===== src/rtl/two_process_cpu_scheduler_assert.svh =====
// assertion helpers for the two-process scheduler
`ifndef TWO_PROCESS_CPU_SCHEDULER_ASSERT_SVH
`define TWO_PROCESS_CPU_SCHEDULER_ASSERT_SVH

// same-cycle implication, checked out of reset
`define TPCS_ASSERT_NOW(label, ante, cons) \
  label: assert property (@(posedge clk) disable iff (!rst_n) (ante) |-> (cons)) \
    else $error("scheduler check failed");

// next-cycle implication, checked out of reset
`define TPCS_ASSERT_NEXT(label, ante, cons) \
  label: assert property (@(posedge clk) disable iff (!rst_n) (ante) |=> (cons)) \
    else $error("scheduler check failed");

`endif


===== src/rtl/tpcs_pkg.sv =====
package tpcs_pkg;

  localparam int COUNT_WIDTH = 8;

  localparam int CFG_WIDTH = 8;
  localparam int CFG_INDEX_WIDTH = 3;

  // configuration register indexes
  localparam logic [CFG_INDEX_WIDTH-1:0] REG_MODE          = 3'd0;
  localparam logic [CFG_INDEX_WIDTH-1:0] REG_QUANTUM       = 3'd1;
  localparam logic [CFG_INDEX_WIDTH-1:0] REG_P1_FIRST_CPU  = 3'd2;
  localparam logic [CFG_INDEX_WIDTH-1:0] REG_P1_IO         = 3'd3;
  localparam logic [CFG_INDEX_WIDTH-1:0] REG_P1_SECOND_CPU = 3'd4;
  localparam logic [CFG_INDEX_WIDTH-1:0] REG_P2_FIRST_CPU  = 3'd5;
  localparam logic [CFG_INDEX_WIDTH-1:0] REG_P2_IO         = 3'd6;
  localparam logic [CFG_INDEX_WIDTH-1:0] REG_P2_SECOND_CPU = 3'd7;

  // policy codes
  localparam logic [1:0] MODE_FCFS = 2'd0;
  localparam logic [1:0] MODE_SJF  = 2'd1;
  localparam logic [1:0] MODE_RR   = 2'd2;

  // process phase codes
  localparam logic [1:0] PH_READY = 2'd0;
  localparam logic [1:0] PH_RUN   = 2'd1;
  localparam logic [1:0] PH_WAIT  = 2'd2;
  localparam logic [1:0] PH_DONE  = 2'd3;

  typedef logic [COUNT_WIDTH-1:0] cnt_t;

  typedef struct packed {
    logic [1:0]           mode;
    logic [CFG_WIDTH-1:0] quantum;
    logic [CFG_WIDTH-1:0] p1_first_cpu;
    logic [CFG_WIDTH-1:0] p1_io;
    logic [CFG_WIDTH-1:0] p1_second_cpu;
    logic [CFG_WIDTH-1:0] p2_first_cpu;
    logic [CFG_WIDTH-1:0] p2_io;
    logic [CFG_WIDTH-1:0] p2_second_cpu;
  } cfg_t;

  typedef struct packed {
    logic [1:0] one_phase;
    logic [1:0] two_phase;
    cnt_t       one_cpu_left;
    cnt_t       two_cpu_left;
    cnt_t       one_io_left;
    cnt_t       two_io_left;
    cnt_t       slice_left;
  } sched_t;

  typedef struct packed {
    logic [1:0] proc_one_state;
    logic [1:0] proc_two_state;
    logic       all_finished;
  } res_t;

  // register value into a counter, masked to the counter width
  function automatic cnt_t to_cnt(input logic [CFG_WIDTH-1:0] v);
    logic [31:0] w;
    w = 32'(v);
    return w[COUNT_WIDTH-1:0];
  endfunction

  function automatic cnt_t dec_sat(input cnt_t v);
    return (v == '0) ? '0 : v - cnt_t'(1);
  endfunction

  function automatic sched_t reload(input cfg_t c);
    sched_t s;
    s.one_phase    = PH_READY;
    s.two_phase    = PH_READY;
    s.one_cpu_left = to_cnt(c.p1_first_cpu);
    s.two_cpu_left = to_cnt(c.p2_first_cpu);
    s.one_io_left  = to_cnt(c.p1_io);
    s.two_io_left  = to_cnt(c.p2_io);
    s.slice_left   = to_cnt(c.quantum);
    return s;
  endfunction

endpackage


===== src/rtl/two_process_cpu_scheduler.sv =====
// Two-process cpu scheduler advanced one tick per input beat. Each process runs a first cpu
// burst, an io burst and a second cpu burst, then is done; a zero io length ends it after
// the first burst. Every input beat is one tick and yields exactly one output beat with both
// process states (0 ready, 1 running, 2 waiting, 3 done) and an all-finished flag.
// cfg_index selects the register: 0 mode (0 fcfs, 1 sjf, 2 round robin, 3 acts as fcfs), 1
// quantum, 2..4 process one first cpu, io, second cpu, 5..7 the same for process two;
// writes are registered, mode acts from the next tick and the rest at the next reload
// (restart, io end, dispatch or handover). Setting in_restart reloads both processes from
// the registers before that tick. Throughput is one tick per clock while in_stall is low:
// the tick update is combinational between the state registers and the output register.
// The output register decouples the sides: a new beat is taken while the held result is
// being drained, and in_stall rises only when that result is held stalled.
`include "two_process_cpu_scheduler_assert.svh"

module two_process_cpu_scheduler (
  input  logic                                  clk,
  input  logic                                  rst_n,
  // configuration write port
  input  logic                                  cfg_we,
  input  logic [tpcs_pkg::CFG_INDEX_WIDTH-1:0] cfg_index,
  input  logic [tpcs_pkg::CFG_WIDTH-1:0]       cfg_wdata,
  // tick input
  input  logic                                  in_valid,
  output logic                                  in_stall,
  input  logic                                  in_restart,
  // state report
  output logic                                  out_valid,
  input  logic                                  out_stall,
  output logic [1:0]                            out_proc_one_state,
  output logic [1:0]                            out_proc_two_state,
  output logic                                  out_all_finished
);

  tpcs_pkg::cfg_t   cfg_r;
  tpcs_pkg::cfg_t   cfg_rst;
  tpcs_pkg::sched_t state_r;
  tpcs_pkg::sched_t state_nxt;
  tpcs_pkg::res_t   res_nxt;
  tpcs_pkg::res_t   res_r;
  logic             out_valid_r;
  logic             in_accept;
  logic             rep_both_run;
  logic             rep_both_done;

  // reset register image
  always_comb begin
    cfg_rst.mode          = tpcs_pkg::MODE_FCFS;
    cfg_rst.quantum       = tpcs_pkg::CFG_WIDTH'(1);
    cfg_rst.p1_first_cpu  = tpcs_pkg::CFG_WIDTH'(1);
    cfg_rst.p1_io         = '0;
    cfg_rst.p1_second_cpu = tpcs_pkg::CFG_WIDTH'(1);
    cfg_rst.p2_first_cpu  = tpcs_pkg::CFG_WIDTH'(1);
    cfg_rst.p2_io         = '0;
    cfg_rst.p2_second_cpu = tpcs_pkg::CFG_WIDTH'(1);
  end

  // configuration registers
  always_ff @(posedge clk) begin
    if (!rst_n) begin
      cfg_r <= cfg_rst;
    end else if (cfg_we) begin
      case (cfg_index)
        tpcs_pkg::REG_MODE:          cfg_r.mode          <= cfg_wdata[1:0];
        tpcs_pkg::REG_QUANTUM:       cfg_r.quantum       <= cfg_wdata;
        tpcs_pkg::REG_P1_FIRST_CPU:  cfg_r.p1_first_cpu  <= cfg_wdata;
        tpcs_pkg::REG_P1_IO:         cfg_r.p1_io         <= cfg_wdata;
        tpcs_pkg::REG_P1_SECOND_CPU: cfg_r.p1_second_cpu <= cfg_wdata;
        tpcs_pkg::REG_P2_FIRST_CPU:  cfg_r.p2_first_cpu  <= cfg_wdata;
        tpcs_pkg::REG_P2_IO:         cfg_r.p2_io         <= cfg_wdata;
        tpcs_pkg::REG_P2_SECOND_CPU: cfg_r.p2_second_cpu <= cfg_wdata;
        default: ;
      endcase
    end
  end

  // take a beat unless the held result is stalled
  assign in_stall  = out_valid_r && out_stall;
  assign in_accept = in_valid && !in_stall;

  // one tick of scheduling
  tpcs_tick u_tick (
    .cur     (state_r),
    .cfg     (cfg_r),
    .restart (in_restart),
    .nxt     (state_nxt),
    .res     (res_nxt)
  );

  // scheduler state, reset matches a reload from the reset register image
  always_ff @(posedge clk) begin
    if (!rst_n) begin
      state_r <= tpcs_pkg::reload(cfg_rst);
    end else if (in_accept) begin
      state_r <= state_nxt;
    end
  end

  // output register
  always_ff @(posedge clk) begin
    if (!rst_n) begin
      out_valid_r <= 1'b0;
    end else if (in_accept) begin
      out_valid_r <= 1'b1;
    end else if (!out_stall) begin
      out_valid_r <= 1'b0;
    end
  end

  always_ff @(posedge clk) begin
    if (in_accept) begin
      res_r <= res_nxt;
    end
  end

  assign out_valid          = out_valid_r;
  assign out_proc_one_state = res_r.proc_one_state;
  assign out_proc_two_state = res_r.proc_two_state;
  assign out_all_finished   = res_r.all_finished;

  // reported-state summaries for the checks below
  assign rep_both_run  = (res_r.proc_one_state == tpcs_pkg::PH_RUN) &&
                         (res_r.proc_two_state == tpcs_pkg::PH_RUN);
  assign rep_both_done = (res_r.proc_one_state == tpcs_pkg::PH_DONE) &&
                         (res_r.proc_two_state == tpcs_pkg::PH_DONE);

  // at most one process holds the cpu in any reported beat
  `TPCS_ASSERT_NOW(a_one_runner, out_valid_r, !rep_both_run)
  // finished flag agrees with the reported states
  `TPCS_ASSERT_NOW(a_finished_flag, out_valid_r, out_all_finished == rep_both_done)
  // scheduler state only moves on an accepted beat
  `TPCS_ASSERT_NEXT(a_state_hold, !in_accept, $stable(state_r))

endmodule


===== src/rtl/tpcs_tick.sv =====
module tpcs_tick (
  input  tpcs_pkg::sched_t cur,
  input  tpcs_pkg::cfg_t   cfg,
  input  logic             restart,
  output tpcs_pkg::sched_t nxt,
  output tpcs_pkg::res_t   res
);

  tpcs_pkg::sched_t s;
  logic             busy;

  always_comb begin
    s = restart ? tpcs_pkg::reload(cfg) : cur;
    busy = !(s.one_phase == tpcs_pkg::PH_DONE && s.two_phase == tpcs_pkg::PH_DONE);

    if (busy) begin
      // burst end, process one first
      if (s.one_phase == tpcs_pkg::PH_RUN && s.one_cpu_left == '0) begin
        s.one_phase = (s.one_io_left == '0) ? tpcs_pkg::PH_DONE : tpcs_pkg::PH_WAIT;
      end else if (s.two_phase == tpcs_pkg::PH_RUN && s.two_cpu_left == '0) begin
        s.two_phase = (s.two_io_left == '0) ? tpcs_pkg::PH_DONE : tpcs_pkg::PH_WAIT;
      end

      // slice expiry, cpu handed over only to a ready peer
      if (cfg.mode == tpcs_pkg::MODE_RR) begin
        if (s.one_phase == tpcs_pkg::PH_RUN && s.slice_left == '0) begin
          s.one_phase = tpcs_pkg::PH_READY;
          if (s.two_phase == tpcs_pkg::PH_READY) begin
            s.two_phase  = tpcs_pkg::PH_RUN;
            s.slice_left = tpcs_pkg::to_cnt(cfg.quantum);
          end
        end
        if (s.two_phase == tpcs_pkg::PH_RUN && s.slice_left == '0) begin
          s.two_phase = tpcs_pkg::PH_READY;
          if (s.one_phase == tpcs_pkg::PH_READY) begin
            s.one_phase  = tpcs_pkg::PH_RUN;
            s.slice_left = tpcs_pkg::to_cnt(cfg.quantum);
          end
        end
      end

      // io end loads the second burst
      if (s.one_phase == tpcs_pkg::PH_WAIT && s.one_io_left == '0) begin
        s.one_phase    = tpcs_pkg::PH_READY;
        s.one_cpu_left = tpcs_pkg::to_cnt(cfg.p1_second_cpu);
      end
      if (s.two_phase == tpcs_pkg::PH_WAIT && s.two_io_left == '0) begin
        s.two_phase    = tpcs_pkg::PH_READY;
        s.two_cpu_left = tpcs_pkg::to_cnt(cfg.p2_second_cpu);
      end

      // dispatch
      if (s.one_phase == tpcs_pkg::PH_READY && s.two_phase == tpcs_pkg::PH_READY) begin
        if (cfg.mode == tpcs_pkg::MODE_SJF && s.one_cpu_left > s.two_cpu_left) begin
          s.two_phase = tpcs_pkg::PH_RUN;
        end else begin
          s.one_phase = tpcs_pkg::PH_RUN;
        end
        s.slice_left = tpcs_pkg::to_cnt(cfg.quantum);
      end else if (s.one_phase == tpcs_pkg::PH_READY && s.two_phase != tpcs_pkg::PH_RUN) begin
        s.one_phase  = tpcs_pkg::PH_RUN;
        s.slice_left = tpcs_pkg::to_cnt(cfg.quantum);
      end else if (s.two_phase == tpcs_pkg::PH_READY && s.one_phase != tpcs_pkg::PH_RUN) begin
        s.two_phase  = tpcs_pkg::PH_RUN;
        s.slice_left = tpcs_pkg::to_cnt(cfg.quantum);
      end
    end

    res.proc_one_state = s.one_phase;
    res.proc_two_state = s.two_phase;
    res.all_finished   = (s.one_phase == tpcs_pkg::PH_DONE) &&
                         (s.two_phase == tpcs_pkg::PH_DONE);

    // count down after reporting
    nxt = s;
    if (!res.all_finished) begin
      nxt.slice_left = tpcs_pkg::dec_sat(s.slice_left);
      if (s.one_phase == tpcs_pkg::PH_RUN) nxt.one_cpu_left = tpcs_pkg::dec_sat(s.one_cpu_left);
      if (s.one_phase == tpcs_pkg::PH_WAIT) nxt.one_io_left = tpcs_pkg::dec_sat(s.one_io_left);
      if (s.two_phase == tpcs_pkg::PH_RUN) nxt.two_cpu_left = tpcs_pkg::dec_sat(s.two_cpu_left);
      if (s.two_phase == tpcs_pkg::PH_WAIT) nxt.two_io_left = tpcs_pkg::dec_sat(s.two_io_left);
    end
  end

endmodule

===== config.mk =====
export PLATFORM = sky130hd
export DESIGN_NAME = two_process_cpu_scheduler
export DESIGN_NICKNAME = d
export VERILOG_FILES = /design/src/rtl/tpcs_pkg.sv /design/src/rtl/two_process_cpu_scheduler.sv /design/src/rtl/tpcs_tick.sv
export VERILOG_INCLUDE_DIRS = /design/src /design/src/rtl
export SDC_FILE = /design/constraint.sdc
export NUM_CORES = 1
export LEC_CHECK = 0
export BUFFER_PORTS_ARGS = -buffer_cell sky130_fd_sc_hd__buf_2
export CAP_MARGIN = 10
export CORE_ASPECT_RATIO = 1.1
export CORE_MARGIN = 2
export CORE_UTILIZATION = 40
export DETAILED_ROUTE_END_ITERATION = 6
export GPL_ROUTABILITY_DRIVEN = 0
export PLACE_DENSITY = 0.65
export REMOVE_ABC_BUFFERS = 1
export SLEW_MARGIN = 0
export SYNTH_ARGS = -nofsm -noshare
export SYNTH_HDL_FRONTEND = slang
export SYNTH_SLANG_ARGS = --single-unit

===== constraint.sdc =====
create_clock -name clk -period 7.9 [get_ports clk]
set_input_delay 0.79 -clock clk [delete_from_list [all_inputs] [get_ports clk]]
set_output_delay 0.79 -clock clk [all_outputs]
set_load 0.1 [all_outputs]

# Yosys cells after proc, flatten, opt, wreduce, memory -nomap -nowiden

Index checks and enable logic that the tools add are counted.

Register bits: 108
Output and inout bits: 7

Add/subtract/negate cells: 5
Order comparisons: 1
Equality and inequality tests: 26
Mux-type cells: 54
Reductions and logical operators: 37

Operator list:

| kind                                                                  | count |
|---|---|
| 8-bit 2-to-1 mux                                                      | 24 |
| 8-bit logical NOT                                                     | 9 |
| 44-bit 2-to-1 mux                                                     | 1 |
| 40-bit 2-to-1 mux                                                     | 1 |
| 8-bit by 1-bit subtractor with 8-bit output, second input constant    | 5 |
| 2-bit 2-to-1 mux                                                      | 16 |
| 4-bit 2-to-1 mux                                                      | 7 |
| 20-bit 2-to-1 mux                                                     | 1 |
| 2-bit equality test, second input constant                            | 9 |
| 2-bit AND reduction                                                   | 8 |
| 2-bit by 1-bit equality test with 1-bit output, second input constant | 7 |
| 1-bit logical AND                                                     | 14 |
| 3-bit equality test, second input constant                            | 4 |
| 8-bit > comparator                                                    | 1 |
| 2-bit logical NOT                                                     | 4 |
| 3-bit by 2-bit equality test with 1-bit output, second input constant | 2 |
| 2-bit by 1-bit != test with 1-bit output, second input constant       | 3 |
| 1-bit 2-to-1 mux                                                      | 4 |
| 3-bit by 1-bit equality test with 1-bit output, second input constant | 1 |
| 3-bit logical NOT                                                     | 1 |
| 1-bit logical NOT                                                     | 1 |

# Longest topological paths before layout

Gate-level depths: netlist of run 1.

Depth after elaboration: 30
Depth in mapped cells: 26
Depth with buffers taken out: 22

# Modules after synthesis

From an unflattened synthesis of run 1, not the netlist that was laid out.

Cells, all modules: 796
Area total of the unflattened synthesis: 6909.1 µm²

Modules (own cells, without submodules):

| module                    | instances | cells each | area each (µm²) | seq. area each (µm²) |
|---|---|---|---|---|
| two_process_cpu_scheduler | 1         | 404        | 4119.0          | 2212.1 |
| tpcs_tick                 | 1         | 392        | 2790.2          | 0.0 |

# Worst setup path before layout of run 1

No wires, ideal clock.

Kind: input to register
Start point: input port in_restart
End point: register state_r[13] (netlist name)
Setup time: 0.133 ns
Arrival time: 6.573 ns
Slack: 1.195 ns
Cell stages on the path: 23
Buffers on the path: 5
Cell sequence: buf_2 > clkbuf_1 > clkbuf_1 > buf_1 > mux2i_1 > ha_1 > a311oi_1 > or3_1 > a2111oi_4 > o211ai_1 > clkbuf_1 > o21ai_0 > ha_1 > a21o_1 > a21o_1 > a21oi_1 > a221oi_1 > a31o_1 > a211oi_2 > nand3_1 > a2111oi_0 > nand3b_1 > a31oi_1

Cells in the longest elaborated chain, start to end: 29
Elaborated cells between the ends (all ways): 75
Those cells by class: add/sub (1); order compare (1); eq/ne (13); mux (38); reduce/logical (22)

RTL lines:

| what                                                       | RTL line                        | text |
|---|---|---|
| start: declaration                                         | two_process_cpu_scheduler.sv:25 | `input logic in_restart,` |
| 44-bit 2-to-1 mux (*)                                      | tpcs_tick.sv:13                 | `s = restart ? tpcs_pkg::reload(cfg) : cur;` |
| branches (longest 27 deep; another with 8-bit logical NOT) | --                              |  |
| 40-bit 2-to-1 mux (*)                                      | tpcs_tick.sv:76                 | `if (!res.all_finished) begin` |
| end signal: assignment                                     | two_process_cpu_scheduler.sv:92 | `state_r <= tpcs_pkg::reload(cfg_rst);` |
| end signal: assignment                                     | two_process_cpu_scheduler.sv:94 | `state_r <= state_nxt;` |
| end: declaration                                           | two_process_cpu_scheduler.sv:36 | `tpcs_pkg::sched_t state_r;` |

Every way passes the cells marked *. The select of a mux whose other input is x is not followed.
A chain may end at the register's enable or synchronous reset.

# Worst setup path in the final report of run 1

Ends and elaborated chain as after synthesis.

==> results.toml, run 1 <==
[placed_design]
port-buffer-count = 23
post-dp-hpwl_mm = 12.1
place_ws_ns = 0.866
placed_area_um2 = 6430

[synth]
synth_top_family_by_area = "simple AND/OR/NAND/NOR gates"
yosys.area_share.adder_pct = 3.03
syn_inst = 807
synth-seq-cells = 108
syn_area_per_cell_um2 = 7.67
synthMuxAreaShare_pct = 5.64
ys_top_cells_by_area = "dfxtp_1 (33%), nand2_1 (10%), a21oi_1 (6.9%)"
async_reset_ff_share_pct = 0
synth_top_area_share_pct = 33.3
synth_compound_area_share_pct = 23.9
syn_area_um2 = 6190
yosysWarnings = 0
synth_edf_count = 5
synth_flop_cell = "dfxtp_1"
synth.distinct_cells = 80
ys_seq_area_share_pct = 35.7
synthXorXnorAreaFrac_pct = 1.84
synth.largest_area_cell = "dfxtp_1"
yosys.area_share.simple_pct = 26.2

[die]
start_util_pct = 41.0
coreArea_um2 = 15100
die_x_um = 123
die_h_um = 134
boundaryPins = 24
die_area_um2 = 16500
rows = 47

[clock_network]
postCtsSetupBuffers = 0
clkSinkCount = 108
cts-buffers-inserted = 9
cts-root-buf = "clkbuf_16"
htreeDepth = 3
cts_max_path_buffers = 2
cts_hold_repair.buffers = 0
cts_tree = "done"
ctsResizeCount = 0
path_clk_slew_ns = 0.08
clock_latency_ns = 0.37

[sta]
final.setup_skew_ns = 0.00960
fmax_mhz = 148
slew_headroom_pct = 28.7
maxSlewViolCount = 0
rsz0062_at_grt = "false"
final-hold-violation-count = 0
period_share_pct = 85.4
setup_viol = 0
setup_ws_ns = 1.16
tns_ns = 0
max_slew.worst_pin.slew_ns = 1.06
post-route-min-period_ns = 6.74

[critical_path]
worstPathRequired_ns = 8.13
ff2ff_path_depth = 17
setup.worst_path.end_class = "flip-flop"
start_kind = "input port"
reg2reg_from = "state_r[35]$_SDFFE_PN0P_"
crit_type = "in2reg"
r2r_end = "state_r[13]$_SDFFE_PN0P_"
cp_data_arrival_time_ns = 6.97
crit_fanout = 40
r2r_slack_ns = 1.85

[cells_and_area]
antennaDiodeCount = 0
fillCellCount = 1561
layout_common_cells = "nand2_1 (170), dfxtp_1 (103), a21oi_1 (85), nor2_1 (63), o21ai_0 (42)"
postLayoutCellArea_um2 = 6740
final_common_cell = "nand2_1"
nets = 838
drive_above_1_share_pct = 8.88
area_growth_pct = 8.91

[outcome]
outcome = "finished, final reports clean"

[routing]
vias = 5757
ant_nets = 0
routed_wl_mm = 17.3
dr.pass1.iters = 5
drt_iter0_drc = 403
post_drt_wl_per_cell_um = 17.2
drc = 0
routed_via_density = 5.72

[global_route]
globalRouteTotalUtil_pct = 22.0
grt_max_degree = 62
grt_pass1_wl_mm = 28.4
antenna_found_initial = 0
grt_pass1_vias = 5341
overflow = 0

[pwr]
peakVddDrop_uv = 124
pwr_density_cell_nw_per_um2 = 188
total_leakage_power_nw = 2.51

[job]
max_cap_viol_count = 0

[hold_path]
min_from = "state_r[16]$_SDFFE_PN0P_"
hp-class = "reg2reg"
holdPathEnd = "state_r[16]$_SDFFE_PN0P_"
worstHoldPathCells = 2
## per-stage QoR
step                      utilization [%]  power (mW)  cells  hold slack, ns
after floorplan                         -       0.739    767           0.431
after global placement               42.6       0.803    991           0.438
after detailed placement             42.6       0.804    991           0.444
after CTS                            44.6        1.28   1007           0.455
after global routing                 44.6        1.33   1007           0.482
final                                44.6        1.27   1007           0.454
## flip-flops by register name (all words and copies together), names as in the netlist
register            cells
cfg_r                  58
out_proc_one_state      2
out_valid               1
out_proc_two_state      2
state_r                44
out_all_finished        1
## cell type report
class	instances	area [um^2]	area share (%)
multi-input cells	640	3750	55.7
flip-flops and latches	108	2210	32.8
well taps	196	245	3.64
clock buffers	9	225	3.34
repair buffers	28	153	2.26
clock inverters	7	82.6	1.22
inverters	19	71.3	1.06
## worst max-delay path, stage by stage
cell and delay, ns:
buf_2 0.64, inv_1 0.37, o31ai_1 0.41, a311oi_1 0.20, o211ai_1 0.42, a2111oi_4 0.17
o211ai_1 0.87, o21ai_0 0.32, ha_1 0.38, nor2b_1 0.13, o21a_1 0.16, o21a_1 0.15
o21ai_0 0.15, a221oi_1 0.13, a31o_1 0.25, a211oi_2 0.41, nand3_1 0.25, a2111oi_0 0.49
nand3b_1 0.17, a31oi_1 0.08
## worst max-delay path by stage
stage	from	to	slack, ns	cells after the start
2_1_floorplan	in_restart	state_r[13]$_SDFFE_PN0P_	2.40	19
6_report	in_restart	state_r[13]$_SDFFE_PN0P_	1.16	20
4_1_cts	in_restart	state_r[13]$_SDFFE_PN0P_	1.20	20
3_3_place_gp	in_restart	state_r[13]$_SDFFE_PN0P_	0.98	18
3_5_place_dp	in_restart	state_r[13]$_SDFFE_PN0P_	0.87	20
5_1_grt	in_restart	state_r[13]$_SDFFE_PN0P_	0.54	21
## where the power goes
group | total (mW) | internal [mW] | leakage, nW | switching [mW]
logic | 0.209 | 0.0719 | 1.48 | 0.137
registers | 0.585 | 0.567 | 0.885 | 0.0178
clock network | 0.476 | 0.251 | 0.145 | 0.225
## per-layer routing
metal  wire length, um  up-vias  GRT usage, %
met2              7970      145          34.8
met3               773       30          4.48
met5                 0        -             0
met4               361        0          6.77
li1                  -     2890             -
met1              8180     2692          30.3
## Yosys cell counts, types with 4 or more instances
| library cell | count |
|---|---|
| nand2_1 | 170 |
| dfxtp_1 | 103 |
| a21oi_1 | 85 |
| nor2_1 | 63 |
| o21ai_0 | 42 |
| clkbuf_1 | 35 |
| mux2i_1 | 30 |
| nand3_1 | 27 |
| inv_1 | 16 |
| nor3_1 | 16 |
| ha_1 | 15 |
| a31oi_1 | 14 |
| a22oi_1 | 12 |
| xnor2_1 | 11 |
| or3_1 | 10 |
| nor2b_1 | 9 |
| a21o_1 | 6 |
| and3_1 | 6 |
| nand2b_1 | 6 |
| nor4_1 | 6 |
| o211ai_1 | 6 |
| o21a_1 | 6 |
| o31ai_1 | 6 |
| edfxtp_1 | 5 |
| nand4_1 | 5 |
| nor3b_1 | 5 |
| or2_2 | 5 |
| a211oi_2 | 4 |
| and2_1 | 4 |
## kinds of logic after synthesis
group,after synthesis
AO/OA/AOI/OAI,227
XOR/XNOR,13
adder cells (fa/ha/maj),15
buffers and inverters,59
flip-flops,108
multiplexers,34
AND/OR/NAND/NOR,351
Power figures use the tool's default switching activity.
==> inputs of run 2 (changes only) <==
Settings changed: PLACE_DENSITY 0.65 to unset.
==> run 2 against run 1 <==
Compared with the run above:
- die area unchanged
- non-clock buffer count increased by 1
- combinational power about the same
- worst hold slack got worse by 0.00055 ns
- sequential cell count unchanged
- routed wire length increased by 2.5%
- clock skew increased by 0.0013 ns
- clock power increased by 3%
- count of clock-buffer cells in the layout increased by 5
- cell count about the same
- worst setup slack improved by 0.37 ns
- cell area increased by 0.35%
- largest cell class unchanged
- largest power group unchanged
==> results.toml, run 2 (synthesis results as in run 1) <==
[clock_network]
cts-root-buf = "clkbuf_16"
cts_max_path_buffers = 2
clkSinkCount = 108
cts_hold_repair.buffers = 0
cts-buffers-inserted = 9
clock_latency_ns = 0.36
ctsResizeCount = 0
postCtsSetupBuffers = 0
htreeDepth = 3
cts_tree = "done"
path_clk_slew_ns = 0.07

[sta]
max_slew.worst_pin.slew_ns = 1.04
final.setup_skew_ns = 0.0109
rsz0062_at_grt = "false"
period_share_pct = 80.7
fin_hold_ws_ns = 0.453
slew_headroom_pct = 30.4
final-hold-violation-count = 0
maxSlewViolCount = 0
post-route-min-period_ns = 6.37
tns_ns = 0
fmax_mhz = 157
setup_viol = 0

[global_route]
grt_pass1_vias = 5319
grt_max_degree = 53
antenna_found_initial = 0
globalRouteTotalUtil_pct = 22.4
grt_pass1_wl_mm = 28.8
overflow = 0

[critical_path]
r2r_end = "state_r[13]$_SDFFE_PN0P_"
start_kind = "input port"
setup.worst_path.end_class = "flip-flop"
reg2reg_from = "state_r[39]$_SDFFE_PN0P_"
ff2ff_path_depth = 19
crit_fanout = 28
worstPathRequired_ns = 8.11
r2r_slack_ns = 1.89
cp_data_arrival_time_ns = 6.59
crit_type = "in2reg"

[routing]
vias = 5748
drc = 0
drt_iter0_drc = 323
routed_wl_mm = 17.7
routed_via_density = 5.70
ant_nets = 0
post_drt_wl_per_cell_um = 17.6
dr.pass1.iters = 5

[cells_and_area]
final_common_cell = "nand2_1"
largestRegisters = "cfg_r x58, state_r x44"
fillCellCount = 1550
largest_reg_flops = 58
largest_register = "cfg_r"
layout_common_cells = "nand2_1 (170), dfxtp_1 (103), a21oi_1 (85), nor2_1 (63), o21ai_0 (42)"
drive_above_1_share_pct = 8.74
antennaDiodeCount = 0
nets = 839
area_growth_pct = 9.30

[hold_path]
min_from = "state_r[17]$_SDFFE_PN0P_"
holdPathEnd = "state_r[17]$_SDFFE_PN0P_"
hp-class = "reg2reg"
worstHoldPathCells = 2

[pwr]
swShare_pct = 28.1
p_int_mw = 0.923
peakVddDrop_uv = 108
pwr-share-clk_pct = 38.1
power_switching_mw = 0.361
power_frac_comb_pct = 16.4
pwr_density_cell_nw_per_um2 = 190
pwr-share-seq_pct = 45.5
total_leakage_power_nw = 2.52

[placed_design]
post-dp-hpwl_mm = 12.4
port-buffer-count = 23

[die]
die_h_um = 134
rows = 47
coreArea_um2 = 15100
boundaryPins = 24
die_x_um = 123
die_area_um2 = 16500
start_util_pct = 41.0

[job]
max_cap_viol_count = 0

[outcome]
outcome = "finished, final reports clean"
## run 2: changes by cell type in the layout (fill, tap and decap cells not counted), sizes merged
cell      delta
clkbuf       +5
inv          -3
clkinvlp     -2
buf          +1
## run 2: power groups by stage
| stage | logic (mW) | clock network [mW] | registers, mW |
|---|---|---|---|
| 2_1_floorplan | 0.135 | 0 | 0.604 |
| 3_3_place_gp | 0.209 | 0 | 0.597 |
| 3_5_place_dp | 0.209 | 0 | 0.597 |
| 4_1_cts | 0.210 | 0.501 | 0.585 |
| 5_1_grt | 0.235 | 0.523 | 0.588 |
| 6_report | 0.211 | 0.489 | 0.585 |
## run 2: critical path, cell delays in order
cell and delay (ns):
buf_2 0.42, mux2i_1 0.26, ha_1 0.28, a311oi_1 0.41, o211ai_1 0.25, a2111oi_4 0.50
o211ai_1 0.46, o21ai_0 0.51, ha_1 0.31, nor2b_1 0.13, o21a_1 0.16, o21a_1 0.16
o21ai_0 0.15, a221oi_1 0.13, a31o_1 0.25, a211oi_2 0.38, nand3_1 0.24, a2111oi_0 0.52
nand3b_1 0.18, a31oi_1 0.08
## run 2: worst max path at each step
stage / from / to / slack, ns / cells after the start
6_report: in_restart / state_r[13]$_SDFFE_PN0P_ / 1.53 / 20
5_1_grt: in_restart / state_r[13]$_SDFFE_PN0P_ / 0.90 / 20
4_1_cts: in_restart / state_r[13]$_SDFFE_PN0P_ / 1.62 / 20
3_5_place_dp: in_restart / state_r[13]$_SDFFE_PN0P_ / 1.30 / 20
3_3_place_gp: in_restart / state_r[13]$_SDFFE_PN0P_ / 1.42 / 20
2_1_floorplan: in_restart / state_r[13]$_SDFFE_PN0P_ / 2.40 / 19
## run 2: final cells by class
class	count	area [um^2]	share of cell area, %
sequential	108	2210	32.7
tap	196	245	3.62
clock buffer	14	285	4.22
clock inverter	2	38.8	0.573
multi-input combinational	640	3750	55.5
timing repair buffer	29	160	2.37
inverter	19	71.3	1.05
## run 2: per-stage QoR
step                worst slack (ns)  cell area (um^2)  cells  utilization [%]  total power, mW
floorplan                       2.40              6040    767                -            0.739
global placement                1.42              6440    992             42.6            0.806
detailed placement              1.30              6440    992             42.6            0.806
CTS                             1.62              6770   1008             44.8             1.30
global route                   0.902              6770   1008             44.8             1.35
finish                          1.53              6770   1008             44.8             1.28
## run 2: metal layers
layer  vias to the layer above  global-route usage, %  share of wire, %
li1                       2886                      -                 -
met1                      2693                   31.0                47
met2                       145                   35.4                46
met3                        24                   3.80               4.4
met4                         0                   7.41               2.6
met5                         -                      0                 0
